## src/rtl/pjlm_pkg.sv

```systemverilog
// Package for the packet jitter and loss monitor.
// Holds field widths, reset constants, shared types and the saturating subtract.
// Depends on nothing; the modules and the testbench import it.
`timescale 1ns / 1ps

package pjlm_pkg;

   localparam int SEQ_W    = 31;
   localparam int MARKER_W = 32;
   localparam int TIME_W   = 64;
   localparam int CNT_W    = 32;
   localparam int LOSS_W   = 33;
   localparam int DLOSS_W  = 34;
   localparam int JIT_W    = 31;
   localparam int PEAK_W   = 32;

   localparam logic [0:0] OP_PACKET = 1'b0;
   localparam logic [0:0] OP_TICK   = 1'b1;

   localparam logic [MARKER_W-1:0]      MARKER_RESET = 32'h0000_1234;
   localparam logic [CNT_W-1:0]         CNT_SAT      = 32'hFFFF_FFFF;
   localparam logic [JIT_W-1:0]         JIT_SAT      = 31'h7FFF_FFFF;
   localparam logic signed [PEAK_W-1:0] PEAK_NONE    = -32'sd1;
   localparam logic signed [TIME_W-1:0] SPREAD_TOP   = 64'sh7FFF_FFFF_FFFF_FFFF;
   localparam logic signed [TIME_W-1:0] SPREAD_BOTTOM = 64'sh8000_0000_0000_0000;

   typedef struct packed {
      logic [0:0]               operation;
      logic [SEQ_W-1:0]         seq_num;
      logic                     mark_ok;
      logic signed [TIME_W-1:0] send_time;
      logic signed [TIME_W-1:0] recv_time;
   } item_type;

   typedef struct packed {
      logic                     valid;
      logic [SEQ_W-1:0]         seq_num;
      logic signed [TIME_W-1:0] send_time;
      logic signed [TIME_W-1:0] recv_time;
   } slot_type;

   typedef struct packed {
      logic                     valid;
      logic                     is_tick;
      logic                     next_hit;
      logic                     prev_hit;
      logic signed [TIME_W-1:0] next_spread;
      logic signed [TIME_W-1:0] prev_spread;
   } pair_type;

   typedef struct packed {
      logic                     valid;
      logic [CNT_W-1:0]         total;
      logic [CNT_W-1:0]         fresh;
      logic signed [LOSS_W-1:0] loss;
      logic signed [LOSS_W-1:0] prev_loss;
      logic [TIME_W-1:0]        span;
      logic                     had_pair;
   } tick_type;

   function automatic logic signed [TIME_W-1:0] sat_sub64(
      input logic signed [TIME_W-1:0] a,
      input logic signed [TIME_W-1:0] b
   );
      logic signed [TIME_W-1:0] r;
      r = a - b;
      if ((a[TIME_W-1] != b[TIME_W-1]) && (r[TIME_W-1] != a[TIME_W-1])) begin
         return a[TIME_W-1] ? SPREAD_BOTTOM : SPREAD_TOP;
      end
      return r;
   endfunction

endpackage

```

## src/rtl/pjlm_stats.sv

```systemverilog
// Running statistics: packet and pair counts, window spread extremes and report bookkeeping.
// Turns a tick with new packets into a report record. Depends on pjlm_pkg.
`timescale 1ns / 1ps

module pjlm_stats
   import pjlm_pkg::*;
(
   input  logic     clock,
   input  logic     reset,
   input  logic     adv,
   input  pair_type pair_in,
   output tick_type tick_out
);

   logic [CNT_W-1:0]         pkt_cnt_ff, pair_cnt_ff, reported_ff;
   logic signed [TIME_W-1:0] min_ff, max_ff;
   logic signed [LOSS_W-1:0] prev_loss_ff;
   logic                     restart_ff;
   tick_type                 tick_ff;

   logic signed [TIME_W-1:0] eff_min, eff_max, min_in, max_in;
   logic                     n_lt, p_lt, pn_lt, n_gt, p_gt, pn_gt;
   logic [CNT_W:0]           pair_sum;
   logic [DLOSS_W-1:0]       loss_wide;
   logic                     is_pkt, is_new_tick;
   tick_type                 tick_in;

   always_comb begin
      eff_min = restart_ff ? SPREAD_TOP : min_ff;
      eff_max = restart_ff ? SPREAD_BOTTOM : max_ff;
      n_lt  = pair_in.next_spread < eff_min;
      p_lt  = pair_in.prev_spread < eff_min;
      pn_lt = pair_in.prev_spread < pair_in.next_spread;
      n_gt  = pair_in.next_spread > eff_max;
      p_gt  = pair_in.prev_spread > eff_max;
      pn_gt = pair_in.prev_spread > pair_in.next_spread;

      case ({pair_in.next_hit, pair_in.prev_hit})
         2'b10: begin
            min_in = n_lt ? pair_in.next_spread : eff_min;
            max_in = n_gt ? pair_in.next_spread : eff_max;
         end
         2'b01: begin
            min_in = p_lt ? pair_in.prev_spread : eff_min;
            max_in = p_gt ? pair_in.prev_spread : eff_max;
         end
         2'b11: begin
            if (pn_lt) begin
               min_in = p_lt ? pair_in.prev_spread : eff_min;
            end else begin
               min_in = n_lt ? pair_in.next_spread : eff_min;
            end
            if (pn_gt) begin
               max_in = p_gt ? pair_in.prev_spread : eff_max;
            end else begin
               max_in = n_gt ? pair_in.next_spread : eff_max;
            end
         end
         default: begin
            min_in = eff_min;
            max_in = eff_max;
         end
      endcase

      pair_sum  = {1'b0, pair_cnt_ff} + (CNT_W + 1)'(pair_in.next_hit)
                + (CNT_W + 1)'(pair_in.prev_hit);
      loss_wide = {2'b00, pkt_cnt_ff} + {2'b11, ~pair_cnt_ff};

      is_pkt      = pair_in.valid && !pair_in.is_tick;
      is_new_tick = pair_in.valid && pair_in.is_tick && (reported_ff != pkt_cnt_ff);

      tick_in.valid     = is_new_tick;
      tick_in.total     = pkt_cnt_ff;
      tick_in.fresh     = pkt_cnt_ff - reported_ff;
      tick_in.loss      = loss_wide[LOSS_W-1:0];
      tick_in.prev_loss = prev_loss_ff;
      tick_in.span      = max_ff - min_ff;
      tick_in.had_pair  = max_ff >= min_ff;
   end

   always_ff @(posedge clock) begin
      if (reset) begin
         pkt_cnt_ff   <= '0;
         pair_cnt_ff  <= '0;
         reported_ff  <= '0;
         min_ff       <= SPREAD_TOP;
         max_ff       <= SPREAD_BOTTOM;
         prev_loss_ff <= '0;
         restart_ff   <= 1'b1;
         tick_ff.valid <= 1'b0;
      end else if (adv) begin
         tick_ff.valid <= tick_in.valid;
         if (is_pkt) begin
            restart_ff  <= 1'b0;
            pkt_cnt_ff  <= (pkt_cnt_ff == CNT_SAT) ? pkt_cnt_ff : pkt_cnt_ff + CNT_W'(1);
            pair_cnt_ff <= pair_sum[CNT_W] ? CNT_SAT : pair_sum[CNT_W-1:0];
            min_ff      <= min_in;
            max_ff      <= max_in;
         end
         if (is_new_tick) begin
            restart_ff   <= 1'b1;
            reported_ff  <= pkt_cnt_ff;
            prev_loss_ff <= tick_in.loss;
         end
      end
   end

   always_ff @(posedge clock) begin
      if (adv) begin
         tick_ff.total     <= tick_in.total;
         tick_ff.fresh     <= tick_in.fresh;
         tick_ff.loss      <= tick_in.loss;
         tick_ff.prev_loss <= tick_in.prev_loss;
         tick_ff.span      <= tick_in.span;
         tick_ff.had_pair  <= tick_in.had_pair;
      end
   end

   assign tick_out = tick_ff;

   a_restart_cleared_by_packet: assert property (@(posedge clock) disable iff (reset)
      !restart_ff |-> (pkt_cnt_ff != '0))
      else $error("window armed without any packet");

   a_reported_not_ahead: assert property (@(posedge clock) disable iff (reset)
      reported_ff <= pkt_cnt_ff)
      else $error("reported count exceeds packet count");

   a_pairs_bounded: assert property (@(posedge clock) disable iff (reset)
      (adv && is_pkt && pair_cnt_ff < pkt_cnt_ff) |=> (pair_cnt_ff <= pkt_cnt_ff + 32'd1))
      else $error("pair count ran ahead of packets");

endmodule

```

## config.mk

```make
export PLATFORM = sky130hd
export DESIGN_NAME = pjlm_stats
export DESIGN_NICKNAME = d
export VERILOG_FILES = /design/src/rtl/pjlm_pkg.sv /design/src/rtl/pjlm_stats.sv
export SDC_FILE = /design/constraint.sdc
export NUM_CORES = 2
export LEC_CHECK = 0
export ABC_CLOCK_PERIOD_IN_PS = 11200
export BUFFER_PORTS_ARGS = -buffer_cell sky130_fd_sc_hd__buf_4
export CAP_MARGIN = 5
export CORE_UTILIZATION = 40
export DETAILED_ROUTE_END_ITERATION = 6
export PLACE_DENSITY = 0.55
export SLEW_MARGIN = 20
export SYNTH_ARGS = -nofsm -noshare
export SYNTH_HDL_FRONTEND = slang
export SYNTH_SLANG_ARGS = --single-unit
export TNS_END_PERCENT = 10
```

## constraint.sdc

```tcl
create_clock -name clock -period 11.2 [get_ports clock]
set_clock_uncertainty 0.1 [all_clocks]
set_input_delay 2.24 -clock clock [delete_from_list [all_inputs] [get_ports clock]]
set_output_delay 2.24 -clock clock [all_outputs]
set_load 0.01 [all_outputs]
```

### Yosys cells after proc, flatten, opt, wreduce, memory -nomap -nowiden

Index checks and enable logic that the tools add are counted.

| word-level totals | value |
|---|---|
| word-level logic and storage cells | 56 |
| bits in registers | 454 |
| output and inout bits | 196 |

| operators by class | value |
|---|---|
| reductions and logical operators | 9 |
| mux-type cells | 13 |
| $lt $le $gt $ge | 7 |
| bitwise gates (word level) | 2 |
| add/sub/neg operators | 6 |
| eq/ne operators | 5 |

Operators with widths:

| operator | count |
|---|---|
| two-way mux 64 bit | 8 |
| case mux 64 bit (3 select lines) | 2 |
| greater-than comparator 64 bit | 3 |
| < comparator 64 bit | 3 |
| >= comparator 64 bit | 1 |
| subtractor 64 bit | 1 |
| adder 32 x 1 -> 33 bit | 1 |
| adder 33 x 1 -> 33 bit | 1 |
| adder 33 bit | 1 |
| adder 32 x 1 -> 32 bit, second input constant | 1 |
| == test 32 bit, second input constant | 1 |
| two-way mux 32 bit | 1 |
| != test 32 bit | 1 |
| NOT 32 bit | 1 |
| subtractor 32 bit | 1 |
| AND reduction 2 bit | 3 |
| == test 2 bit, second input constant | 2 |
| logical AND 1 bit | 3 |
| AND reduction 3 bit | 1 |
| == test 2 x 1 -> 1 bit, second input constant | 1 |
| two-way mux 1 bit | 2 |
| nonzero test 2 bit | 1 |
| logical NOT 1 bit | 1 |
| NOT 1 bit | 1 |

### Logic depth before layout (Yosys ltp)

| logic depth | value |
|---|---|
| word-level depth | 5 |
| gate-level depth with buffers | 17 |
| gate-level depth less buffers | 14 |

### Least setup slack after synthesis

OpenSTA, ideal clock, no wires.

| path | value |
|---|---|
| path kind | in2reg |
| from | input pair_in[129] (netlist bit) |
| to | register pair_cnt_ff[10] |
| cell stages on the path | 12 |
| data required time | 11.030 ns |
| arrival | 5.172 ns |
| library setup time | 0.070 ns |
| path slack | 5.858 ns |
| cell sequence | clkbuf_1 inv_1 fa_1 inv_1 ha_1 nand2_1 nor4_1 nand3_1 nor3_1 nand4_1 clkbuf_1 a21oi_1 |

| on the way | value |
|---|---|
| longest elaborated chain between the ends | 3 |

RTL lines:

| what | RTL line | source |
|---|---|---|
| from (decl) | pjlm_stats.sv:11 | `input pair_type pair_in,` |
| adder 32 x 1 -> 33 bit | pjlm_stats.sv:65 | `pair_sum = {1'b0, pair_cnt_ff} + (CNT_W + 1)'(pair_in.next_hit)` |
| adder 33 x 1 -> 33 bit | pjlm_stats.sv:66 | `+ (CNT_W + 1)'(pair_in.prev_hit);` |
| two-way mux 32 bit | pjlm_stats.sv:96 | `pair_cnt_ff <= pair_sum[CNT_W] ? CNT_SAT : pair_sum[CNT_W-1:0];` |
| to (signal assigned) | pjlm_stats.sv:96 |  |
| to (decl) | pjlm_stats.sv:15 | `logic [CNT_W-1:0] pkt_cnt_ff, pair_cnt_ff, reported_ff;` |

No other way between the ends.
A chain may end at the register's enable or synchronous reset.

### Final worst setup path

| path | value |
|---|---|
| from | register restart_ff |
| to | register min_ff[7] |

| on the way | value |
|---|---|
| longest elaborated chain between the ends | 5 |
| elaborated cells on any way between the ends | 7 |
| classes of those cells | order compare (2); mux (5) |

RTL lines:

| what | RTL line | source |
|---|---|---|
| from (decl) | pjlm_stats.sv:18 | `logic restart_ff;` |
| from (signal assigned) | pjlm_stats.sv:89 | `restart_ff <= 1'b1;` |
| from (signal assigned) | pjlm_stats.sv:94 | `restart_ff <= 1'b0;` |
| from (signal assigned) | pjlm_stats.sv:101 | `restart_ff <= 1'b1;` |
| two-way mux 64 bit * | pjlm_stats.sv:29 | `eff_min = restart_ff ? SPREAD_TOP : min_ff;` |
| < comparator 64 bit (on tied branches) | pjlm_stats.sv:31, pjlm_stats.sv:32 |  |
| two-way mux 64 bit (on tied branches) | - |  |
| two-way mux 64 bit | pjlm_stats.sv:48 | `if (pn_lt) begin` |
| case mux 64 bit (3 select lines) * | pjlm_stats.sv:38 | `case ({pair_in.next_hit, pair_in.prev_hit})` |
| to (signal assigned) | pjlm_stats.sv:97 | `min_ff <= min_in;` |
| to (decl) | pjlm_stats.sv:16 | `logic signed [TIME_W-1:0] min_ff, max_ff;` |

Every way passes the cells marked *; elsewhere a longest branch is shown, timed or not.

==> out/metrics.csv <==
stage,metric,value,unit
yosys,number of distinct standard cells referenced by the synthesized netlist,70,
yosys,cell type with the largest total area after synthesis,sky130_fd_sc_hd__edfxtp_1,
worst_setup_path,reg-to-reg critical path endpoint,min_ff[7],
worst_setup_path,Worst Setup Start Kind,flip-flop,
power,Static Leakage,17.60,nW
routing,vias,29919,
routing,via density per instance,5.712,
min_path,worst hold path endpoint,tick_out[88],
yosys,count of flip-flops with a built-in enable after synthesis,195,
worst_setup_path,kind of capture point of the worst setup path,flip-flop,
clock_network,post-cts gate resize count,0,
layout,most frequent standard cell in the layout excluding fill and tap cells,sky130_fd_sc_hd__nor2_1,
global_routing,first-pass GRT wire length,173.5,mm
sta,total of endpoints with negative setup slack in the final report,0,
yosys,yosys synthesis warning count,0,
yosys,ys async rst share,0,
clock_network,CTS root buf,sky130_fd_sc_hd__clkbuf_16,
yosys,synthesized area per cell,8.645,µm²
sta,final worst path period share,0.6234,
power,PwrDens,111.9,nW/µm²
layout,area of all placed cells without fillers,38810,µm²
sta,final count of pins violating max slew,0,
clock_network,Clock Tree Buf Depth,3,
clock_network,"CTS clk-pin slew, worst paths",0.06,ns
worst_setup_path,data arrival time at the worst-slack endpoint,7.37,ns
layout,combined flip-flop and latch cell area,11040,µm²
worst_setup_path,Setup CP Type,flip-flop to flip-flop,
clock_network,TritonCTS sink count,454,
yosys,ranking of synthesized cells by area,"sky130_fd_sc_hd__edfxtp_1 17%, sky130_fd_sc_hd__ha_1 17%, sky130_fd_sc_hd__dfxtp_1 15%",
floorplan,Placeable Area,82500,µm²
global_routing,global-route congestion overflow total,0,
sta,setup repair after global routing missed its margin,false,
sta,number of hold violations in the final report,0,
yosys,sequential cell area fraction in the yosys report,0.3297,
worst_setup_path,data required time at the worst endpoint,11.58,ns
clock_network,number of setup buffers added after CTS,0,
placed_design,number of input and output port buffers inserted,330,
routing,Remaining DRCs,0,
yosys,area share of the largest cell type after synthesis,0.1748,
layout,final layout net count,4703,
floorplan,Die Span X,291.4,µm
job,total of max-cap violations,0,
power,worst supply voltage drop on vdd,109.3,µV
routing,"antenna viol nets, final",0,
floorplan,count of boundary I/O pins,331,
routing,DR pass1 iterations,7,
clock_network,CTS Hold Buffers Added,0,
clock_network,TritonCTS Buffers,54,
worst_setup_path,maximum net fanout on the critical path,65,
min_path,Hold Path Depth,0,
clock_network,H-Tree Level Count,2,
placed_design,Placed Area,36960,µm²
sta,final sum of negative setup slack,0,ns
clock_network,clock latency on the worst-skew pair,0.64,ns
global_routing,antenna violations before repair,11,
routing,Detailed Route Iter0 Violations,2312,
clock_network,CTS tree,built,
layout,footprint of the multi-input gates,20690,µm²
global_routing,aggregate global-route resource usage,0.2625,
worst_setup_path,length in cells of the worst reg-to-reg path,18,
yosys,synthesis-stage register bit count,454,
layout,filler cell count in the final layout,8135,
yosys,Post-Synthesis Cell Area,33490,µm²
global_routing,pin count of the biggest net entering global routing,145,
worst_setup_path,worst reg-to-reg setup slack,4.22,ns
yosys,post-synthesis cell count,3874,
floorplan,row count,105,
routing,overall routed net length,114.8,mm
layout,area added between synthesis and finish,15.90,%
yosys,most frequently used flop master after synthesis,sky130_fd_sc_hd__dfxtp_1,
yosys,nets in the synthesized netlist,4460,
floorplan,Die Outline Area,84890,µm²
floorplan,vertical die dimension,291.4,µm
sta,highest clock frequency the design can meet,0.1432,GHz
min_path,worst min-delay path startpoint,prev_loss_ff[23],
sta,Slew Limit Headroom,0.2692,
routing,post-DR wirelength/cell,21.91,µm
floorplan,starting density of the core,0.4059,
placed_design,total half-perimeter wirelength after legalization and detailed placement,84.95,mm
sta,post-route minimum period,6.982,ns
placed_design,Placer Congestion,0.9234,
layout,"leading cell types in the layout, fill and taps excluded","460 x sky130_fd_sc_hd__nor2_1, 447 x sky130_fd_sc_hd__ha_1, 358 x sky130_fd_sc_hd__buf_4, 312 x sky130_fd_sc_hd__a21oi_1, 301 x sky130_fd_sc_hd__inv_1",
run_status,result of the run,completed,
min_path,HP Class,flip-flop to flip-flop,
sta,Worst Max-Slew Pin Slew,1.096,ns
layout,share of cells above drive strength 1,0.1309,
global_routing,number of global-route vias before repair,28851,
worst_setup_path,startpoint of the worst register-to-register path,restart_ff,
==> flip-flops by register name (all words and copies together), names as in the netlist <==
| name | cells |
|---|---|
| tick_out | 196 |
| max_ff | 64 |
| min_ff | 64 |
| prev_loss_ff | 33 |
| pair_cnt_ff | 32 |
| pkt_cnt_ff | 32 |
| reported_ff | 32 |
| restart_ff | 1 |
==> worst max-delay path by stage <==
stage                      start              end  slack [ns]  depth (start not counted)
global placement     pair_in[63]       max_ff[25]        3.92                         14
floorplan           pair_in[129]  pair_cnt_ff[10]        5.86                         12
finish                restart_ff        min_ff[7]        4.22                         18
CTS                   restart_ff        min_ff[7]        4.44                         18
global route          restart_ff       min_ff[18]        3.83                         18
detailed placement   pair_in[63]       max_ff[18]        3.92                         14
==> Yosys cell counts, types with 5 or more instances <==
| library cell | number |
|---|---|
| sky130_fd_sc_hd__and3_1 | 29 |
| sky130_fd_sc_hd__a21o_1 | 152 |
| sky130_fd_sc_hd__o2111ai_1 | 7 |
| sky130_fd_sc_hd__o2bb2ai_1 | 63 |
| sky130_fd_sc_hd__a31oi_1 | 20 |
| sky130_fd_sc_hd__and2_1 | 20 |
| sky130_fd_sc_hd__nand3_1 | 62 |
| sky130_fd_sc_hd__o211ai_1 | 8 |
| sky130_fd_sc_hd__a211o_1 | 7 |
| sky130_fd_sc_hd__ha_1 | 447 |
| sky130_fd_sc_hd__a221o_1 | 5 |
| sky130_fd_sc_hd__o311ai_0 | 63 |
| sky130_fd_sc_hd__o31ai_1 | 12 |
| sky130_fd_sc_hd__mux2i_1 | 67 |
| sky130_fd_sc_hd__buf_1 | 13 |
| sky130_fd_sc_hd__inv_1 | 301 |
| sky130_fd_sc_hd__o21ai_0 | 120 |
| sky130_fd_sc_hd__edfxtp_1 | 195 |
| sky130_fd_sc_hd__a221oi_1 | 9 |
| sky130_fd_sc_hd__nor2b_1 | 29 |
| sky130_fd_sc_hd__or2_2 | 69 |
| sky130_fd_sc_hd__nor3_1 | 36 |
| sky130_fd_sc_hd__and4_1 | 22 |
| sky130_fd_sc_hd__o221ai_1 | 65 |
| sky130_fd_sc_hd__or3_1 | 23 |
| sky130_fd_sc_hd__o21bai_1 | 16 |
| sky130_fd_sc_hd__xnor2_1 | 112 |
| sky130_fd_sc_hd__buf_6 | 6 |
| sky130_fd_sc_hd__nand3b_1 | 5 |
| sky130_fd_sc_hd__nor2_1 | 464 |
| sky130_fd_sc_hd__xor2_1 | 54 |
| sky130_fd_sc_hd__nand4_1 | 91 |
| sky130_fd_sc_hd__a211oi_1 | 21 |
| sky130_fd_sc_hd__nor4_1 | 17 |
| sky130_fd_sc_hd__dfxtp_1 | 259 |
| sky130_fd_sc_hd__nand2_1 | 271 |
| sky130_fd_sc_hd__nand2b_1 | 81 |
| sky130_fd_sc_hd__a22oi_1 | 63 |
| sky130_fd_sc_hd__o21a_1 | 26 |
| sky130_fd_sc_hd__a2111oi_0 | 13 |
| sky130_fd_sc_hd__a21oi_1 | 313 |
| sky130_fd_sc_hd__clkbuf_1 | 154 |
==> stage by stage <==
stage / std cells / power (mW) / util / worst slack (ns) / hold WS [ns]
after global routing: 5237 / 4.517 / 0.4704 / 3.831 / 0.3358
after detailed placement: 5131 / 2.526 / 0.4480 / 3.918 / 0.3139
after CTS: 5233 / 4.387 / 0.4703 / 4.435 / 0.3270
final: 5238 / 4.345 / 0.4705 / 4.218 / 0.3270
after global placement: 5130 / 2.525 / 0.4478 / 3.916 / 0.3120
after floorplan: 3874 / 2.223 / - / 5.858 / 0.3076
==> worst max-delay path: stages, from the launching register on <==
cell                        delay [ns]
sky130_fd_sc_hd__dfxtp_4          0.71
sky130_fd_sc_hd__buf_4            0.54
sky130_fd_sc_hd__buf_4            0.54
sky130_fd_sc_hd__or2_2            0.23
sky130_fd_sc_hd__inv_1            0.06
sky130_fd_sc_hd__ha_1             0.28
sky130_fd_sc_hd__a21o_1           0.18
sky130_fd_sc_hd__a21o_1           0.17
sky130_fd_sc_hd__a211oi_1         0.34
sky130_fd_sc_hd__o21ai_0          0.18
sky130_fd_sc_hd__a2111oi_0        0.43
sky130_fd_sc_hd__a21oi_1          0.25
sky130_fd_sc_hd__a31oi_1          0.36
sky130_fd_sc_hd__o21ai_4          0.07
sky130_fd_sc_hd__buf_4            0.47
sky130_fd_sc_hd__nor2_4           0.85
sky130_fd_sc_hd__buf_4            0.63
sky130_fd_sc_hd__o221ai_1         0.21
sky130_fd_sc_hd__o311ai_0         0.19
==> cells by family after synthesis <==
| kind of cell | Yosys count | synth area share |
|---|---|---|
| AND/OR/NAND/NOR | 1232 | 0.1743 |
| multiplexers | 71 | 0.02137 |
| AO/OA/AOI/OAI | 1024 | 0.2071 |
| buffers and inverters | 476 | 0.05477 |
| adder cells (fa/ha/maj) | 451 | 0.1694 |
| flip-flops | 454 | 0.3297 |
| XOR/XNOR | 166 | 0.04341 |
==> per-layer routing <==
metal	GRT usage	vias up	wire [µm]
met3	0.04413	193	7156
met4	0.09320	10	3802
met1	0.3471	14186	50820
li1	-	14578	-
met5	0	-	71
met2	0.4298	952	52940
==> power breakdown <==
part	switching, mW	internal [mW]
combinational	0.430	0.254
sequential	0.0306	1.79
clock	0.787	1.06
total	1.25	3.10
==> cell type report <==
| cell class | instances | share of cell area |
|---|---|---|
| multi-input combinational | 2944 | 0.5332 |
| sequential | 454 | 0.2845 |
| timing repair buffer | 362 | 0.07095 |
| clock buffer | 68 | 0.03694 |
| tap | 1070 | 0.03449 |
| inverter | 301 | 0.02911 |
| clock inverter | 34 | 0.01048 |
| antenna | 5 | 0.0003224 |
No activity file was read; power rests on OpenSTA's default activity.
