File: src/rtl/pjlm_pkg.sv
// Package for the packet jitter and loss monitor.
// Holds field widths, reset constants, shared types and the saturating subtract.
// Depends on nothing; the modules and the testbench import it.
`timescale 1ns / 1ps

package pjlm_pkg;

   localparam int SEQ_W    = 31;
   localparam int MARKER_W = 32;
   localparam int TIME_W   = 64;
   localparam int CNT_W    = 32;
   localparam int LOSS_W   = 33;
   localparam int DLOSS_W  = 34;
   localparam int JIT_W    = 31;
   localparam int PEAK_W   = 32;

   localparam logic [0:0] OP_PACKET = 1'b0;
   localparam logic [0:0] OP_TICK   = 1'b1;

   localparam logic [MARKER_W-1:0]      MARKER_RESET = 32'h0000_1234;
   localparam logic [CNT_W-1:0]         CNT_SAT      = 32'hFFFF_FFFF;
   localparam logic [JIT_W-1:0]         JIT_SAT      = 31'h7FFF_FFFF;
   localparam logic signed [PEAK_W-1:0] PEAK_NONE    = -32'sd1;
   localparam logic signed [TIME_W-1:0] SPREAD_TOP   = 64'sh7FFF_FFFF_FFFF_FFFF;
   localparam logic signed [TIME_W-1:0] SPREAD_BOTTOM = 64'sh8000_0000_0000_0000;

   typedef struct packed {
      logic [0:0]               operation;
      logic [SEQ_W-1:0]         seq_num;
      logic                     mark_ok;
      logic signed [TIME_W-1:0] send_time;
      logic signed [TIME_W-1:0] recv_time;
   } item_type;

   typedef struct packed {
      logic                     valid;
      logic [SEQ_W-1:0]         seq_num;
      logic signed [TIME_W-1:0] send_time;
      logic signed [TIME_W-1:0] recv_time;
   } slot_type;

   typedef struct packed {
      logic                     valid;
      logic                     is_tick;
      logic                     next_hit;
      logic                     prev_hit;
      logic signed [TIME_W-1:0] next_spread;
      logic signed [TIME_W-1:0] prev_spread;
   } pair_type;

   typedef struct packed {
      logic                     valid;
      logic [CNT_W-1:0]         total;
      logic [CNT_W-1:0]         fresh;
      logic signed [LOSS_W-1:0] loss;
      logic signed [LOSS_W-1:0] prev_loss;
      logic [TIME_W-1:0]        span;
      logic                     had_pair;
   } tick_type;

   function automatic logic signed [TIME_W-1:0] sat_sub64(
      input logic signed [TIME_W-1:0] a,
      input logic signed [TIME_W-1:0] b
   );
      logic signed [TIME_W-1:0] r;
      r = a - b;
      if ((a[TIME_W-1] != b[TIME_W-1]) && (r[TIME_W-1] != a[TIME_W-1])) begin
         return a[TIME_W-1] ? SPREAD_BOTTOM : SPREAD_TOP;
      end
      return r;
   endfunction

endpackage

File: src/rtl/pjlm_rsp_if.sv
// Response channel of the monitor: valid/ready handshake carrying one report.
// Depends on nothing.
`timescale 1ns / 1ps

interface pjlm_rsp_if;
   logic               valid;
   logic               ready;
   logic [31:0]        total_packets;
   logic [31:0]        new_packets;
   logic signed [32:0] loss;
   logic signed [33:0] loss_change;
   logic [30:0]        window_jitter;
   logic signed [31:0] peak_jitter;
   logic               window_had_pair;

   modport source (
      output valid, total_packets, new_packets, loss, loss_change, window_jitter,
             peak_jitter, window_had_pair,
      input  ready
   );
   modport sink (
      input  valid, total_packets, new_packets, loss, loss_change, window_jitter,
             peak_jitter, window_had_pair,
      output ready
   );
endinterface

File: src/rtl/pjlm_report.sv
// Report stage and output register: loss change, window jitter and the jitter peak.
// Drives the response channel. Depends on pjlm_pkg and pjlm_rsp_if.
`timescale 1ns / 1ps

module pjlm_report
   import pjlm_pkg::*;
(
   input  logic              clock,
   input  logic              reset,
   input  tick_type          tick_in,
   output logic              stall,
   pjlm_rsp_if.source        rsp_port
);

   logic signed [PEAK_W-1:0]  peak_ff, peak_in;
   logic                      rsp_valid_ff;
   logic [CNT_W-1:0]          total_ff, fresh_ff;
   logic signed [LOSS_W-1:0]  loss_ff;
   logic signed [DLOSS_W-1:0] dloss_ff, dloss_in;
   logic [JIT_W-1:0]          jit_ff, jit_in;
   logic                      had_ff;
   logic                      load;

   always_comb begin
      dloss_in = {tick_in.loss[LOSS_W-1], tick_in.loss}
               - {tick_in.prev_loss[LOSS_W-1], tick_in.prev_loss};
      if (!tick_in.had_pair) begin
         jit_in = '0;
      end else if (tick_in.span[TIME_W-1:JIT_W] != '0) begin
         jit_in = JIT_SAT;
      end else begin
         jit_in = tick_in.span[JIT_W-1:0];
      end
      peak_in = (tick_in.had_pair && $signed({1'b0, jit_in}) > peak_ff) ?
                $signed({1'b0, jit_in}) : peak_ff;
      stall = tick_in.valid && rsp_valid_ff && !rsp_port.ready;
      load  = tick_in.valid && !stall;
   end

   always_ff @(posedge clock) begin
      if (reset) begin
         peak_ff      <= PEAK_NONE;
         rsp_valid_ff <= 1'b0;
      end else begin
         if (load) begin
            peak_ff      <= peak_in;
            rsp_valid_ff <= 1'b1;
         end else if (rsp_port.ready) begin
            rsp_valid_ff <= 1'b0;
         end
      end
   end

   always_ff @(posedge clock) begin
      if (load) begin
         total_ff <= tick_in.total;
         fresh_ff <= tick_in.fresh;
         loss_ff  <= tick_in.loss;
         dloss_ff <= dloss_in;
         jit_ff   <= jit_in;
         had_ff   <= tick_in.had_pair;
      end
   end

   assign rsp_port.valid           = rsp_valid_ff;
   assign rsp_port.total_packets   = total_ff;
   assign rsp_port.new_packets     = fresh_ff;
   assign rsp_port.loss            = loss_ff;
   assign rsp_port.loss_change     = dloss_ff;
   assign rsp_port.window_jitter   = jit_ff;
   assign rsp_port.peak_jitter     = peak_ff;
   assign rsp_port.window_had_pair = had_ff;

   a_peak_monotonic: assert property (@(posedge clock) disable iff (reset)
      !reset |=> (peak_ff >= $past(peak_ff)))
      else $error("jitter peak decreased");

   a_load_shows_result: assert property (@(posedge clock) disable iff (reset)
      load |=> rsp_valid_ff && (!had_ff || (peak_ff >= $signed({1'b0, jit_ff}))))
      else $error("loaded report missing or peak below window jitter");

   a_no_jitter_without_pair: assert property (@(posedge clock) disable iff (reset)
      (rsp_valid_ff && !had_ff) |-> (jit_ff == '0))
      else $error("jitter reported for a window without pairs");

endmodule

File: src/flat_wrapper.sv
// flat-port wrapper written by rule: the top's interface ports become plain ports
module pjlm_report_flat import pjlm_pkg::*;
  (clock, reset, tick_in, stall, rsp_port_valid, rsp_port_total_packets, rsp_port_new_packets, rsp_port_loss, rsp_port_loss_change, rsp_port_window_jitter, rsp_port_peak_jitter, rsp_port_window_had_pair, rsp_port_ready);
  pjlm_rsp_if rsp_port_i ();
  input  logic clock;
  input  logic reset;
  input  tick_type tick_in;
  output logic stall;
  output wire logic [$bits(rsp_port_i.valid)-1:0] rsp_port_valid;
  output wire logic [$bits(rsp_port_i.total_packets)-1:0] rsp_port_total_packets;
  output wire logic [$bits(rsp_port_i.new_packets)-1:0] rsp_port_new_packets;
  output wire logic [$bits(rsp_port_i.loss)-1:0] rsp_port_loss;
  output wire logic [$bits(rsp_port_i.loss_change)-1:0] rsp_port_loss_change;
  output wire logic [$bits(rsp_port_i.window_jitter)-1:0] rsp_port_window_jitter;
  output wire logic [$bits(rsp_port_i.peak_jitter)-1:0] rsp_port_peak_jitter;
  output wire logic [$bits(rsp_port_i.window_had_pair)-1:0] rsp_port_window_had_pair;
  input wire logic [$bits(rsp_port_i.ready)-1:0] rsp_port_ready;
  assign rsp_port_valid = rsp_port_i.valid;
  assign rsp_port_total_packets = rsp_port_i.total_packets;
  assign rsp_port_new_packets = rsp_port_i.new_packets;
  assign rsp_port_loss = rsp_port_i.loss;
  assign rsp_port_loss_change = rsp_port_i.loss_change;
  assign rsp_port_window_jitter = rsp_port_i.window_jitter;
  assign rsp_port_peak_jitter = rsp_port_i.peak_jitter;
  assign rsp_port_window_had_pair = rsp_port_i.window_had_pair;
  assign rsp_port_i.ready = rsp_port_ready;
  pjlm_report u_core (.clock(clock), .reset(reset), .tick_in(tick_in), .stall(stall), .rsp_port(rsp_port_i));
endmodule
File: config.mk
export PLATFORM = sky130hd
export DESIGN_NAME = pjlm_report_flat
export DESIGN_NICKNAME = d
export VERILOG_FILES = /design/src/rtl/pjlm_pkg.sv /design/src/rtl/pjlm_rsp_if.sv /design/src/rtl/pjlm_report.sv /design/src/flat_wrapper.sv
export SDC_FILE = /design/constraint.sdc
export NUM_CORES = 1
export LEC_CHECK = 0
export BUFFER_PORTS_ARGS = -buffer_cell sky130_fd_sc_hd__clkbuf_2
export CAP_MARGIN = 10
export CORE_AREA = 2 2 152 154
export CTS_CLUSTER_SIZE = 20
export DETAILED_ROUTE_END_ITERATION = 12
export DIE_AREA = 0 0 154 156
export MAX_ROUTING_LAYER = met4
export PLACE_DENSITY = 0.71
export RECOVER_POWER = 25
export SLEW_MARGIN = 20
export SYNTH_ARGS = -nofsm -noshare
export SYNTH_HDL_FRONTEND = slang
export SYNTH_SLANG_ARGS = --single-unit
File: constraint.sdc
create_clock -name clock -period 14.4 [get_ports clock]
set_clock_uncertainty 0.1 [all_clocks]
set_input_delay 0.72 -clock clock [delete_from_list [all_inputs] [get_ports clock]]
set_output_delay 0.72 -clock clock [all_outputs]
set_load 0.02 [all_outputs]
Word level (Yosys, flattened, before mapping)
Cells that the tools add are included.
{"block": "totals", "register_bits": 196, "output_inout_bits": 197, "wordCells": 23}
{"block": "op_classes", "addsub": 1, "order_cmp": 1, "n_mux": 4, "reduce_logical": 9}
{"operator": "two-way mux 31 bit", "n": 2}
{"operator": "subtractor 33 x 33 -> 34 bit", "n": 1}
{"operator": "nonzero test 33 bit", "n": 1}
{"operator": "> comparator 32 bit", "n": 1}
{"operator": "logical AND 1 bit", "n": 4}
{"operator": "logical NOT 1 bit", "n": 2}
{"operator": "two-way mux 1 bit", "n": 2}
{"operator": "AND reduction 2 bit", "n": 1}
{"operator": "nonzero test 2 bit", "n": 1}

Logic depth before layout (Yosys ltp)
Gate-level depths: netlist (run 1).
{"block": "depth", "word_depth": 6, "ltp_mapped": 16, "mapped_depth_nobuf": 14}

Worst setup path after synthesis (run 1)
OpenSTA, ideal clock, no wires.
{"block": "synth_timing", "path_kind": "input to register", "start": "input rsp_port_ready", "end": "register u_core.peak_ff[10] (netlist: u_core.rsp_port.peak_jitter[10])", "setup_ns": 0.123, "arrival_ns": 5.952, "required_ns": 14.177, "setup_slack_ns": 8.225, "cell_stages": 7, "n_path_buf": 1, "path_cell_list": "nand2b_1 > and2_1 > nand3_1 > a211oi_1 > nor2_4 > buf_8 > mux2i_1"}
{"block": "synth_via", "elab_chain_cells": 5}
{"element": "from (decl)", "line_no": "flat_wrapper.sv:17", "rtl": "input wire logic [$bits(rsp_port_i.ready)-1:0] rsp_port_ready;"}
{"element": "logical NOT 1 bit", "line_no": "pjlm_report.sv:36", "rtl": "stall = tick_in.valid && rsp_valid_ff && !rsp_port.ready;"}
{"element": "logical AND 1 bit", "line_no": "pjlm_report.sv:36"}
{"element": "logical NOT 1 bit", "line_no": "pjlm_report.sv:37", "rtl": "load = tick_in.valid && !stall;"}
{"element": "logical AND 1 bit", "line_no": "pjlm_report.sv:37"}
{"element": "via u_core.load", "line_no": "pjlm_report.sv:22", "rtl": "logic load;"}
{"element": "AND reduction 2 bit (no source line)"}
{"element": "to (signal assigned)", "line_no": "pjlm_report.sv:46", "rtl": "peak_ff <= peak_in;"}
{"element": "to (decl)", "line_no": "pjlm_report.sv:15", "rtl": "logic signed [PEAK_W-1:0] peak_ff, peak_in;"}
The timed path passes the listed nets, and every way through them passes these cells.
A chain may end at the register's enable or synchronous reset.

Worst setup path after layout (run 1)
{"block": "layout_timing", "start": "input tick_in[42] in the netlist's numbering", "end": "register u_core.peak_ff[15] (netlist: u_core.rsp_port.peak_jitter[15])"}
{"block": "layout_via", "elab_chain_cells": 6}
{"element": "from (decl)", "line_no": "flat_wrapper.sv:7", "rtl": "input tick_type tick_in;"}
{"element": "nonzero test 33 bit", "line_no": "pjlm_report.sv:29", "rtl": "end else if (tick_in.span[TIME_W-1:JIT_W] != '0) begin"}
{"element": "two-way mux 31 bit", "line_no": "pjlm_report.sv:29"}
{"element": "two-way mux 31 bit", "line_no": "pjlm_report.sv:27", "rtl": "if (!tick_in.had_pair) begin"}
{"element": "via u_core.jit_in[25]", "line_no": "pjlm_report.sv:20", "rtl": "logic [JIT_W-1:0] jit_ff, jit_in;"}
{"element": "> comparator 32 bit", "line_no": "pjlm_report.sv:34", "rtl": "peak_in = (tick_in.had_pair && $signed({1'b0, jit_in}) > peak_ff) ?"}
{"element": "logical AND 1 bit", "line_no": "pjlm_report.sv:34"}
{"element": "AND reduction 2 bit (no source line)"}
The timed path passes the listed nets, and every way through them passes these cells.

==> metrics.yaml, run 1 <==
die_w_um: 154
grt_pass1_wl_mm: 36.7
ios: 396
grt_use_met3_pct: 6.42
grt_pass1_vias: 7036
powerDensity_mw_per_mm2: 115
drive_above_1_share_pct: 35.0
die-area_mm2: 0.0240
first_pass_iters: 7
swShare_pct: 29.0
synth_area_per_cell_um2: 12.5
io_buffers: 395
grt_setup_unrepaired: "no"
synthesis.nets: 1004
cp.required_ns: 14.64
clock.fmax_ghz: 0.222
drt_iter0_drc: 406
numCtsBuffers: 17
cts_hold_buf: 0
n_antenna_cell: 0
cts_root_buf: "clkbuf_16"
synthCells: 740
p_int_w: 0.000980
cp-start-kind: "input port"
path_class: "in -> reg"
p_seq_share_pct: 48.5
grt_max_degree: 70
grtUsageMet2_pct: 33.3
multiInputGateArea_mm2: 0.00327
grt-busiest-layer: "met2"
timing.hold.ws_ns: 0.355
ys_seq_area_share_pct: 60.1
relSlewSlack_pct: -81.6
clock_power_share_pct: 35.0
synth.distinct_cells: 52
fillers: 1989
totalWireLength_mm: 24.1
clk_pin_slew_worst_paths_ns: 0.08
htreeDepth: 4
postCtsSetupBuffers: 0
setup_ws_ns: 9.90
finalSetupViolCount: 0
maxSlewViolCount: 131
synth_area_leaders: "edfxtp_1, ha_1, dfxtp_1"
path_max_fanout: 62
ys_warn_count: 0
met1_usage_pct: 24.2
antenna_left: 0
antenna_found_initial: 0
wire_per_inst_um: 16.8
worst-endpoint-arrival_ns: 4.74
synth-main-ff-cell: "edfxtp_1"
overflow: 0
power.total_w: 0.00138
regArea_mm2: 0.00556
min_period_ns: 4.50
end_kind: "flip-flop"
violations: "max-capacitance violations, max-slew violations"
comb_power_share_pct: 16.5
finalCritPeriodShare_pct: 31.2
dr_total_vias: 7202
setup_tns_ns: 0
outcome: "finished with violations"
core_area_mm2: 0.0224
p_leak_nw: 5.80
worstHoldPathType: "in -> reg"
synth_area_mm2: 0.00924
cts_sinks: 196
start_util_pct: 41.3
p_sw_w: 0.000400
hold_viol_final: 0
track_usage_pct: 20.1
die_y_um: 156
dp.cells: 1400
tightest_slew_ns: 2.72
nets: 1398
drc: 0
via_per_inst: 5.03
num_rows: 55
cts.repair.resized: 0
synth_edf_count: 163
synth_top_area_cell: "edfxtp_1"
syn_to_final_growth_pct: 30.3
ys_ff_latch: 196
final_cells: 1432
ir_worst_vdd_v: 0.0000644
cts_tree: "yes"
maxCapViolCount: 3
place_ws_ns: 9.46
netlist.area_leader.share_pct: 53.0
clk_path_buf_depth: 2
most-common-layout-cells: "clkbuf_2, edfxtp_1, inv_1"
routabilityCongestion: 0.877
clock_latency_ns: 0.43
async_reset_ff_share_pct: 0
dp_hpwl_mm: 18.4
mostFrequentLayoutCell: "clkbuf_2"
critical path: stages:
cell and delay [ns]:
clkbuf_2 0.08, or4_1 0.51, nor4_1 0.24, nand2_2 0.08
buf_4 0.32, o21a_1 0.27, ha_1 0.30, a21o_1 0.18
a21o_1 0.17, a21oi_1 0.15, o21ai_1 0.10, a2111oi_2 0.38
nor2_1 0.13, nor2_4 0.36, buf_4 0.45, mux2i_1 0.26
synth_stat cells, types with 2 or more instances:
| library cell | count |
|---|---|
| nor2_1 | 54 |
| o31ai_1 | 2 |
| a211oi_1 | 2 |
| and3_1 | 2 |
| a21o_1 | 29 |
| inv_1 | 76 |
| clkbuf_1 | 19 |
| xnor2_1 | 21 |
| ha_1 | 64 |
| a2111oi_2 | 4 |
| xor2_1 | 7 |
| mux2i_1 | 31 |
| nand2_1 | 21 |
| nand4_1 | 13 |
| buf_2 | 2 |
| o211ai_1 | 3 |
| a211o_1 | 2 |
| o21ai_1 | 5 |
| nor3_1 | 32 |
| and2_1 | 3 |
| a31oi_2 | 2 |
| edfxtp_1 | 163 |
| dfxtp_1 | 33 |
| a311oi_1 | 2 |
| a31o_2 | 3 |
| buf_8 | 3 |
| nand3_1 | 9 |
| a21oi_1 | 41 |
| nand2b_1 | 5 |
| o21a_1 | 35 |
| o21bai_1 | 5 |
| nor2b_1 | 5 |
| nor4_1 | 9 |
| o21ai_0 | 15 |
through the flow:
stage / utilization, % / area, um^2
after global routing: 53.8 / 12000
after floorplan: - / 9240
after detailed placement: 51.4 / 11500
final: 53.8 / 12000
after global placement: 51.4 / 11500
after CTS: 54.1 / 12100
power by group through the flow:
stage	logic [W]	clock network, W	registers (W)
6_report	0.000228	0.000483	0.000669
5_1_grt	0.000249	0.000516	0.000673
4_1_cts	0.000231	0.000494	0.000670
3_5_place_dp	0.000230	0	0.000682
3_3_place_gp	0.000228	0	0.000681
2_1_floorplan	0.0000967	0	0.000730
state kept, by name, summed over array words and instances (netlist names):
name	cells
u_core.rsp_port.valid	1
u_core.rsp_port.loss_change	34
u_core.rsp_port.peak_jitter	32
u_core.rsp_port.loss	33
u_core.rsp_port.window_had_pair	1
u_core.rsp_port.window_jitter	31
u_core.rsp_port.new_packets	32
u_core.rsp_port.total_packets	32
final timing paths:
| check | from | endpoint | slack, ns | cells past startpoint |
|---|---|---|---|---|
| max | tick_in[42] | u_core.rsp_port.peak_jitter[15] | 9.90 | 16 |
| min | tick_in[167] | u_core.rsp_port.total_packets[4] | 0.36 | 1 |
| max reg2reg | u_core.rsp_port.valid | u_core.rsp_port.peak_jitter[15] | 10.71 | 7 |
| min reg2reg | u_core.rsp_port.valid | u_core.rsp_port.valid | 0.43 | 2 |
metal layers:
layer	wire (um)	up-vias
met4	220	0
met5	0	-
met3	2160	19
met2	11900	316
li1	-	3507
met1	9800	3360
cell type report:
type,instances,area share [%]
clock buffers,17,3.53
clock inverters,15,1.56
inverters,76,2.37
multi-input cells,443,27.2
flip-flops and latches,196,46.1
well taps,285,2.96
repair buffers,400,16.2
kinds of logic (layout without fill, tap and decap cells):
group	count (synthesis)	after routing	synth area share (%)
simple gates	158	158	8.26
flops	196	196	60.1
xor+xnor	28	28	2.65
buf+inv	101	508	4.51
fa+ha+maj	65	65	8.88
mux	31	31	3.36
compound gates	161	161	12.2
Power figures use the tool's default switching activity.
==> inputs of run 2 (changes only) <==
CORE_AREA = 2 2 153 155   (was 2 2 152 154)
DIE_AREA = 0 0 155 157   (was 0 0 154 156)
PLACE_DENSITY = 0.73   (was 0.71)
clock period = 3.72 ns   (was 14.4 ns; I/O delays follow)
==> metrics.yaml, run 2 (synthesized netlist as in run 1, its figures left out) <==
timing.hold.ws_ns: 0.0144  # was 0.355 ns
io_buffers: 395  # unchanged
regArea_mm2: 0.00556  # unchanged
clock.fmax_ghz: 0.297
cts_sinks: 196  # unchanged
clock_power_share_pct: 34.1  # was 35.0%
start_util_pct: 41.1  # was 41.3%
r2r_setup_slack_ns: 1.08  # was 10.71 ns
clock_latency_ns: 0.43  # about the same
die_w_um: 155  # was 154 um
path_class: "in -> reg"  # unchanged
mostFrequentLayoutCell: "clkbuf_2"  # unchanged
end_kind: "flip-flop"  # unchanged
maxSlewViolCount: 0  # was 131
largest_register_ffs: 34  # unchanged
finalCritPeriodShare_pct: 90.7
grt_setup_unrepaired: "no"  # unchanged
power.total_w: 0.00546  # was 0.00138 W
n_antenna_cell: 0  # unchanged
path_max_fanout: 16  # was 62
nets: 1535  # was 1398
crit_buf_inv: 3  # unchanged
cts_root_buf: "clkbuf_16"  # unchanged
comb_power_share_pct: 18.4  # was 16.5%
critPathTopFamily: "simple AND/OR/NAND/NOR gates"  # unchanged
p_sw_w: 0.00158  # was 0.000400 W
antenna_left: 0  # unchanged
cpPeakStageDelay_ns: 0.53  # was 0.51 ns
crit_chain: "clkbuf_2 > or4_1 > nor4_1 > nand2_2 > buf_4 > o21a_1 > ha_1 > nor2b_1 > o21a_1 > o21ai_0 > a21oi_1 > o31ai_1 > a211oi_1 > nor2_4 > buf_12 > mux2i_1"  # was clkbuf_2 > or4_1 > nor4_1 > nand2_2 > buf_4 > o21a_1 > ha_1 > a21o_1 > a21o_1 > a21oi_1 > o21ai_1 > a2111oi_2 > nor2_1 > nor2_4 > buf_4 > mux2i_1
setup_ws_ns: 0.347  # was 9.90 ns
first_pass_iters: 5  # was 7
ios: 396  # unchanged
worst-endpoint-arrival_ns: 3.62  # was 4.74 ns
die-area_mm2: 0.0243  # was 0.0240 mm^2
p_seq_share_pct: 47.4  # was 48.5%
dr_total_vias: 7861  # was 7202
min_from: "tick_in[16]"  # was tick_in[167]
track_usage_pct: 21.9  # was 20.1%
htreeDepth: 4  # unchanged
place_ws_ns: -0.101  # was 9.46 ns
cp.required_ns: 3.97  # was 14.64 ns
ir_worst_vdd_v: 0.000300  # was 0.0000644 V
cts_tree: "yes"  # unchanged
grt_max_degree: 62  # was 70
r2r_end: "u_core.rsp_port.peak_jitter[15]"  # unchanged
cp-start-kind: "input port"  # unchanged
whs_path_depth: 3  # was 1
p_leak_nw: 6.30  # was 5.80 nW
drc: 0  # unchanged
r2r-start: "u_core.rsp_port.peak_jitter[25]"  # was u_core.rsp_port.valid
tightest_slew_ns: 1.21  # was 2.72 ns
die_y_um: 157  # was 156 um
most-common-layout-cells: "clkbuf_2, edfxtp_1, dlygate4sd3_1"  # was clkbuf_2, edfxtp_1, inv_1
cp_common_cell: "o21a_1"
outcome: "finished clean"  # was finished with violations
drt_iter0_drc: 491  # was 406
antenna_found_initial: 0  # unchanged
fillers: 1855  # was 1989
startpoint: "tick_in[42]"  # unchanged
min_to: "u_core.rsp_port.peak_jitter[15]"  # was u_core.rsp_port.total_packets[4]
reg2reg_depth: 11  # was 7
core_area_mm2: 0.0225  # was 0.0224 mm^2
drive_above_1_share_pct: 29.6  # was 35.0%
powerDensity_mw_per_mm2: 408  # was 115 mW/mm^2
via_per_inst: 5.01  # was 5.03
p_int_w: 0.00388  # was 0.000980 W
overflow: 0  # unchanged
syn_to_final_growth_pct: 44.7  # was 30.3%
maxCapViolCount: 0  # was 3
totalWireLength_mm: 26.7  # was 24.1 mm
grt_pass1_vias: 7927  # was 7036
dp_hpwl_mm: 19.2  # was 18.4 mm
clk_path_buf_depth: 2  # unchanged
clk_pin_slew_worst_paths_ns: 0.08  # about the same
hold_viol_final: 0  # unchanged
grt_pass1_wl_mm: 40.6  # was 36.7 mm
cts.repair.resized: 0  # unchanged
slowest_stage: "or4_1"  # unchanged
min_period_ns: 3.37
relSlewSlack_pct: 19.4  # was -81.6%
multiInputGateArea_mm2: 0.00328  # was 0.00327 mm^2
finish.utilization_pct: 59.4  # was 53.8%
worstHoldPathType: "in -> reg"  # unchanged
finalSetupViolCount: 0  # unchanged
routabilityCongestion: 0.869  # was 0.877
wire_per_inst_um: 17.0  # was 16.8 um
swShare_pct: 28.9  # was 29.0%
num_rows: 55  # unchanged
numCtsBuffers: 17  # unchanged
[run 2: cell types whose count changed in the layout (fill, tap and decap cells not counted), moves of 2 or more]
cell           change
buf_12             +2
clkbuf_1          +31
dlygate4sd3_1    +129
clkbuf_2          -32
buf_4              +7
[run 2: area by class of cell]
| class | instances | area share (%) |
|---|---|---|
| Tap cell | 285 | 2.67 |
| Multi-Input combinational cell | 443 | 24.5 |
| Clock inverter | 15 | 1.36 |
| Clock buffer | 17 | 3.18 |
| Sequential cell | 196 | 41.5 |
| Timing Repair Buffer | 537 | 24.6 |
| Inverter | 76 | 2.13 |
[run 2: power by group through the flow]
stage / registers [W] / logic [W] / clock network (W)
after CTS: 0.00259 / 0.00101 / 0.00191
after global routing: 0.00260 / 0.00109 / 0.00198
final: 0.00259 / 0.00101 / 0.00186
after global placement: 0.00263 / 0.000887 / 0
after detailed placement: 0.00264 / 0.000903 / 0
after floorplan: 0.00281 / 0.000375 / 0
[run 2: through the flow]
| step | area (um^2) | instances | setup TNS, ns |
|---|---|---|---|
| 3_3_place_gp | 11600 | 1408 | 0 |
| 2_1_floorplan | 9250 | 740 | 0 |
| 4_1_cts | 13500 | 1569 | 0 |
| 5_1_grt | 13400 | 1569 | 0 |
| 3_5_place_dp | 11600 | 1408 | -1.94 |
| 6_report | 13400 | 1569 | 0 |
[run 2: timing repair]
action | 4_1_cts | 5_1_grt
setup buffers | 0 | 0
endpoints found under the hold margin | 139 | 0
endpoints found under the setup margin | 0 | 0
hold buffers | 129 | 0
[run 2: how the worst max path moves through the flow]
stage / endpoint / slack (ns) / depth (start not counted)
after detailed placement: u_core.rsp_port.peak_jitter[4] / -0.10 / 16
final: u_core.rsp_port.peak_jitter[15] / 0.35 / 16
after CTS: u_core.rsp_port.peak_jitter[15] / 0.33 / 16
after global placement: u_core.rsp_port.peak_jitter[6] / 0.02 / 16
after floorplan: u_core.rsp_port.peak_jitter[10] / 0.32 / 15
after global routing: u_core.rsp_port.peak_jitter[4] / 0.17 / 17
[run 2: layer usage]
metal	up-vias	share of wire (%)	GRT usage [%]
met1	3699	39	24.6
li1	3786	-	-
met5	-	0	-
met3	32	7.3	5.70
met2	344	52	39.2
met4	0	1.5	5.29
[run 2: tightest hold or removal path, cell delays in order]
cell	delay [ns]
clkbuf_2	0.10
nor3_1	0.06
mux2i_1	0.15
==> inputs of run 3 (changes only) <==
ABC_AREA = 1   (was default)
CORE_AREA = 2 2 152 154   (was 2 2 153 155)
DIE_AREA = 0 0 154 156   (was 0 0 155 157)
clock period = 4.16 ns   (was 3.72 ns; I/O delays follow)
==> metrics.yaml, run 3 <==
dp_hpwl_mm: 23.5  # was 19.2 mm
ys_seq_area_share_pct: 57.0  # was 60.1%
yosysMostFrequentCell: "nand2_1"  # was edfxtp_1
r2r_setup_slack_ns: 1.69  # was 1.08 ns
ios: 396  # unchanged
synth-main-ff-cell: "edfxtp_1"  # unchanged
p_int_w: 0.00350  # was 0.00388 W
clk_path_buf_depth: 2  # unchanged
synth_top_area_cell: "edfxtp_1"  # unchanged
path_max_fanout: 61  # was 16
finalSetupViolCount: 0  # unchanged
min_period_ns: 3.44
swShare_pct: 31.2  # was 28.9%
clock.fmax_ghz: 0.291
worst-endpoint-arrival_ns: 3.61  # was 3.62 ns
grt_pass1_vias: 8893  # was 7927
worstHoldPathType: "in -> reg"  # unchanged
r2r_end: "u_core.rsp_port.peak_jitter[15]"  # unchanged
mostFrequentLayoutCell: "clkbuf_2"  # unchanged
cp-start-kind: "input port"  # unchanged
drt_iter0_drc: 673  # was 491
synth_edf_count: 163  # unchanged
place_ws_ns: 0.228  # was -0.101 ns
wire_per_inst_um: 17.3  # was 17.0 um
ys_warn_count: 0  # unchanged
synth.distinct_cells: 37  # was 52
largest_register_ffs: 34  # unchanged
comb_power_share_pct: 20.5  # was 18.4%
finalCritPeriodShare_pct: 82.7
netlist.area_leader.share_pct: 50.2  # was 53.0%
most-common-layout-cells: "clkbuf_2, nand2_1, edfxtp_1"  # was clkbuf_2, edfxtp_1, dlygate4sd3_1
setup_tns_ns: 0  # unchanged
antenna_found_initial: 1  # was 0
nets: 1754  # was 1535
die_w_um: 154  # was 155 um
overflow: 0  # unchanged
syn_to_final_growth_pct: 39.3  # was 44.7%
grt_max_degree: 164  # was 62
track_usage_pct: 26.3  # was 21.9%
powerDensity_mw_per_mm2: 374  # was 408 mW/mm^2
num_rows: 55  # unchanged
synth_area_mm2: 0.00974  # was 0.00924 mm^2
relSlewSlack_pct: 26.5  # was 19.4%
die-area_mm2: 0.0240  # was 0.0243 mm^2
cts_root_buf: "clkbuf_16"  # unchanged
maxCapViolCount: 0  # unchanged
via_per_inst: 4.96  # was 5.01
ir_worst_vdd_v: 0.000249  # was 0.000300 V
synth_area_per_cell_um2: 9.85  # was 12.5 um^2
synthesis.nets: 1253  # was 1004
setup_ws_ns: 0.722  # was 0.347 ns
hold_viol_final: 0  # unchanged
synthCells: 989  # was 740
clock_power_share_pct: 33.1  # was 34.1%
r2r-start: "u_core.rsp_port.peak_jitter[15]"  # was u_core.rsp_port.peak_jitter[25]
p_leak_nw: 6.61  # was 6.30 nW
min_to: "u_core.rsp_port.peak_jitter[28]"  # was u_core.rsp_port.peak_jitter[15]
cts.repair.resized: 0  # unchanged
core_area_mm2: 0.0224  # was 0.0225 mm^2
ys_top_cells_by_count: "nand2_1, edfxtp_1, inv_1"  # was edfxtp_1, inv_1, ha_1
htreeDepth: 4  # unchanged
reg2reg_depth: 13  # was 11
end_kind: "flip-flop"  # unchanged
clock_latency_ns: 0.44  # was 0.43 ns
drc: 0  # unchanged
ys_ff_latch: 196  # unchanged
start_util_pct: 43.6  # was 41.1%
outcome: "finished clean"  # unchanged
drive_above_1_share_pct: 25.7  # was 29.6%
routabilityCongestion: 0.957  # was 0.869
first_pass_iters: 5  # unchanged
grt_setup_unrepaired: "no"  # unchanged
cts_tree: "yes"  # unchanged
numCtsBuffers: 17  # unchanged
io_buffers: 395  # unchanged
dr_total_vias: 8876  # was 7861
tightest_slew_ns: 1.10  # was 1.21 ns
grt_pass1_wl_mm: 46.9  # was 40.6 mm
async_reset_ff_share_pct: 0  # unchanged
clk_pin_slew_worst_paths_ns: 0.08  # about the same
cts_sinks: 196  # unchanged
p_seq_share_pct: 46.4  # was 47.4%
path_class: "in -> reg"  # unchanged
totalWireLength_mm: 30.9  # was 26.7 mm
maxSlewViolCount: 0  # unchanged
min_from: "tick_in[29]"  # was tick_in[16]
synth_area_leaders: "edfxtp_1, ha_1, nand2_1"  # was edfxtp_1, ha_1, dfxtp_1
antenna_left: 0  # unchanged
die_y_um: 156  # was 157 um
p_sw_w: 0.00159  # was 0.00158 W
cp.required_ns: 4.33  # was 3.97 ns
whs_path_depth: 5  # was 3
run 3: changes by cell type in the layout (fill, tap and decap cells not counted), sizes merged, moves of 15 or more:
cell / previous run / this run
nand2: 21 / 212
nand3: 9 / 90
nor3: 32 / 8
inv: 83 / 167
o21a: 35 / 0
xnor2: 21 / 6
a21o: 29 / 8
mux2i: 31 / 0
a21oi: 42 / 86
dlygate4sd3: 129 / 100
run 3: kinds of logic after synthesis:
kind of cell / synth area share [%]
AND/OR/NAND/NOR: 17.0
XOR/XNOR: 1.53
AO/OA/AOI/OAI: 8.49
adder cells (fa/ha/maj): 8.42
buffers and inverters: 7.51
flip-flops: 57.0
run 3: final cells by class:
class,instances,area [um^2]
clock buffers,17,425
repair buffers,503,2970
fillers,1940,8790
multi-input cells,612,3480
clock inverters,15,181
diodes,2,5.00
well taps,285,357
inverters,160,601
flip-flops and latches,196,5560
run 3: critical path, stage by stage:
cell and delay, ns:
clkbuf_2 0.09, nor2_1 0.10, nand2_1 0.06, nor2_1 0.32
nand4_1 0.40, nor2_4 0.22, buf_12 0.27, a21oi_1 0.14
ha_1 0.34, nand2_1 0.12, nor2_4 0.12, nand2_2 0.08
nor2_4 0.11, nand2_1 0.06, nand3_1 0.09, nand2_2 0.07
nand3_4 0.22, nand2_4 0.29, nand2_1 0.16, nand3_1 0.09
run 3: how the worst max path moves through the flow:
stage	start	to	slack, ns	cells after the start
after floorplan	u_core.rsp_port.valid	u_core.rsp_port.peak_jitter[10]	0.03	9
after global routing	tick_in[57]	u_core.rsp_port.peak_jitter[23]	0.44	18
after CTS	tick_in[57]	u_core.rsp_port.peak_jitter[15]	0.68	20
after detailed placement	tick_in[57]	u_core.rsp_port.peak_jitter[15]	0.23	20
final	tick_in[57]	u_core.rsp_port.peak_jitter[15]	0.72	20
after global placement	tick_in[55]	u_core.rsp_port.peak_jitter[12]	0.26	18
run 3: per-stage QoR:
step	utilization [%]	cells	hold slack [ns]	total power, W	cell area (um^2)
after floorplan	-	989	0.170	0.00299	9760
after global placement	53.9	1656	0.284	0.00336	12100
after detailed placement	53.9	1656	0.287	0.00337	12100
after CTS	61.1	1788	0.00766	0.00513	13700
after global routing	60.7	1789	0.0353	0.00530	13600
final	60.7	1790	0.0150	0.00508	13600
run 3: power by group through the flow:
stage / sequential, W / combinational [W] / clock (W)
final: 0.00236 / 0.00104 / 0.00168
after global routing: 0.00237 / 0.00115 / 0.00179
after CTS: 0.00235 / 0.00106 / 0.00172
after detailed placement: 0.00240 / 0.000975 / 0
after global placement: 0.00239 / 0.000962 / 0
after floorplan: 0.00257 / 0.000421 / 0
run 3: metal layers:
layer	part of all wire [%]	track usage (%)	vias up
met4	2.6	9.57	0
li1	-	-	4340
met2	52	46.4	382
met5	0	-	-
met1	39	30.3	4104
met3	7.0	4.58	50
run 3: timing repair:
action	in CTS	in global routing
endpoints found under the hold margin	99	0
buffers inserted	0	0
hold buffers	100	0
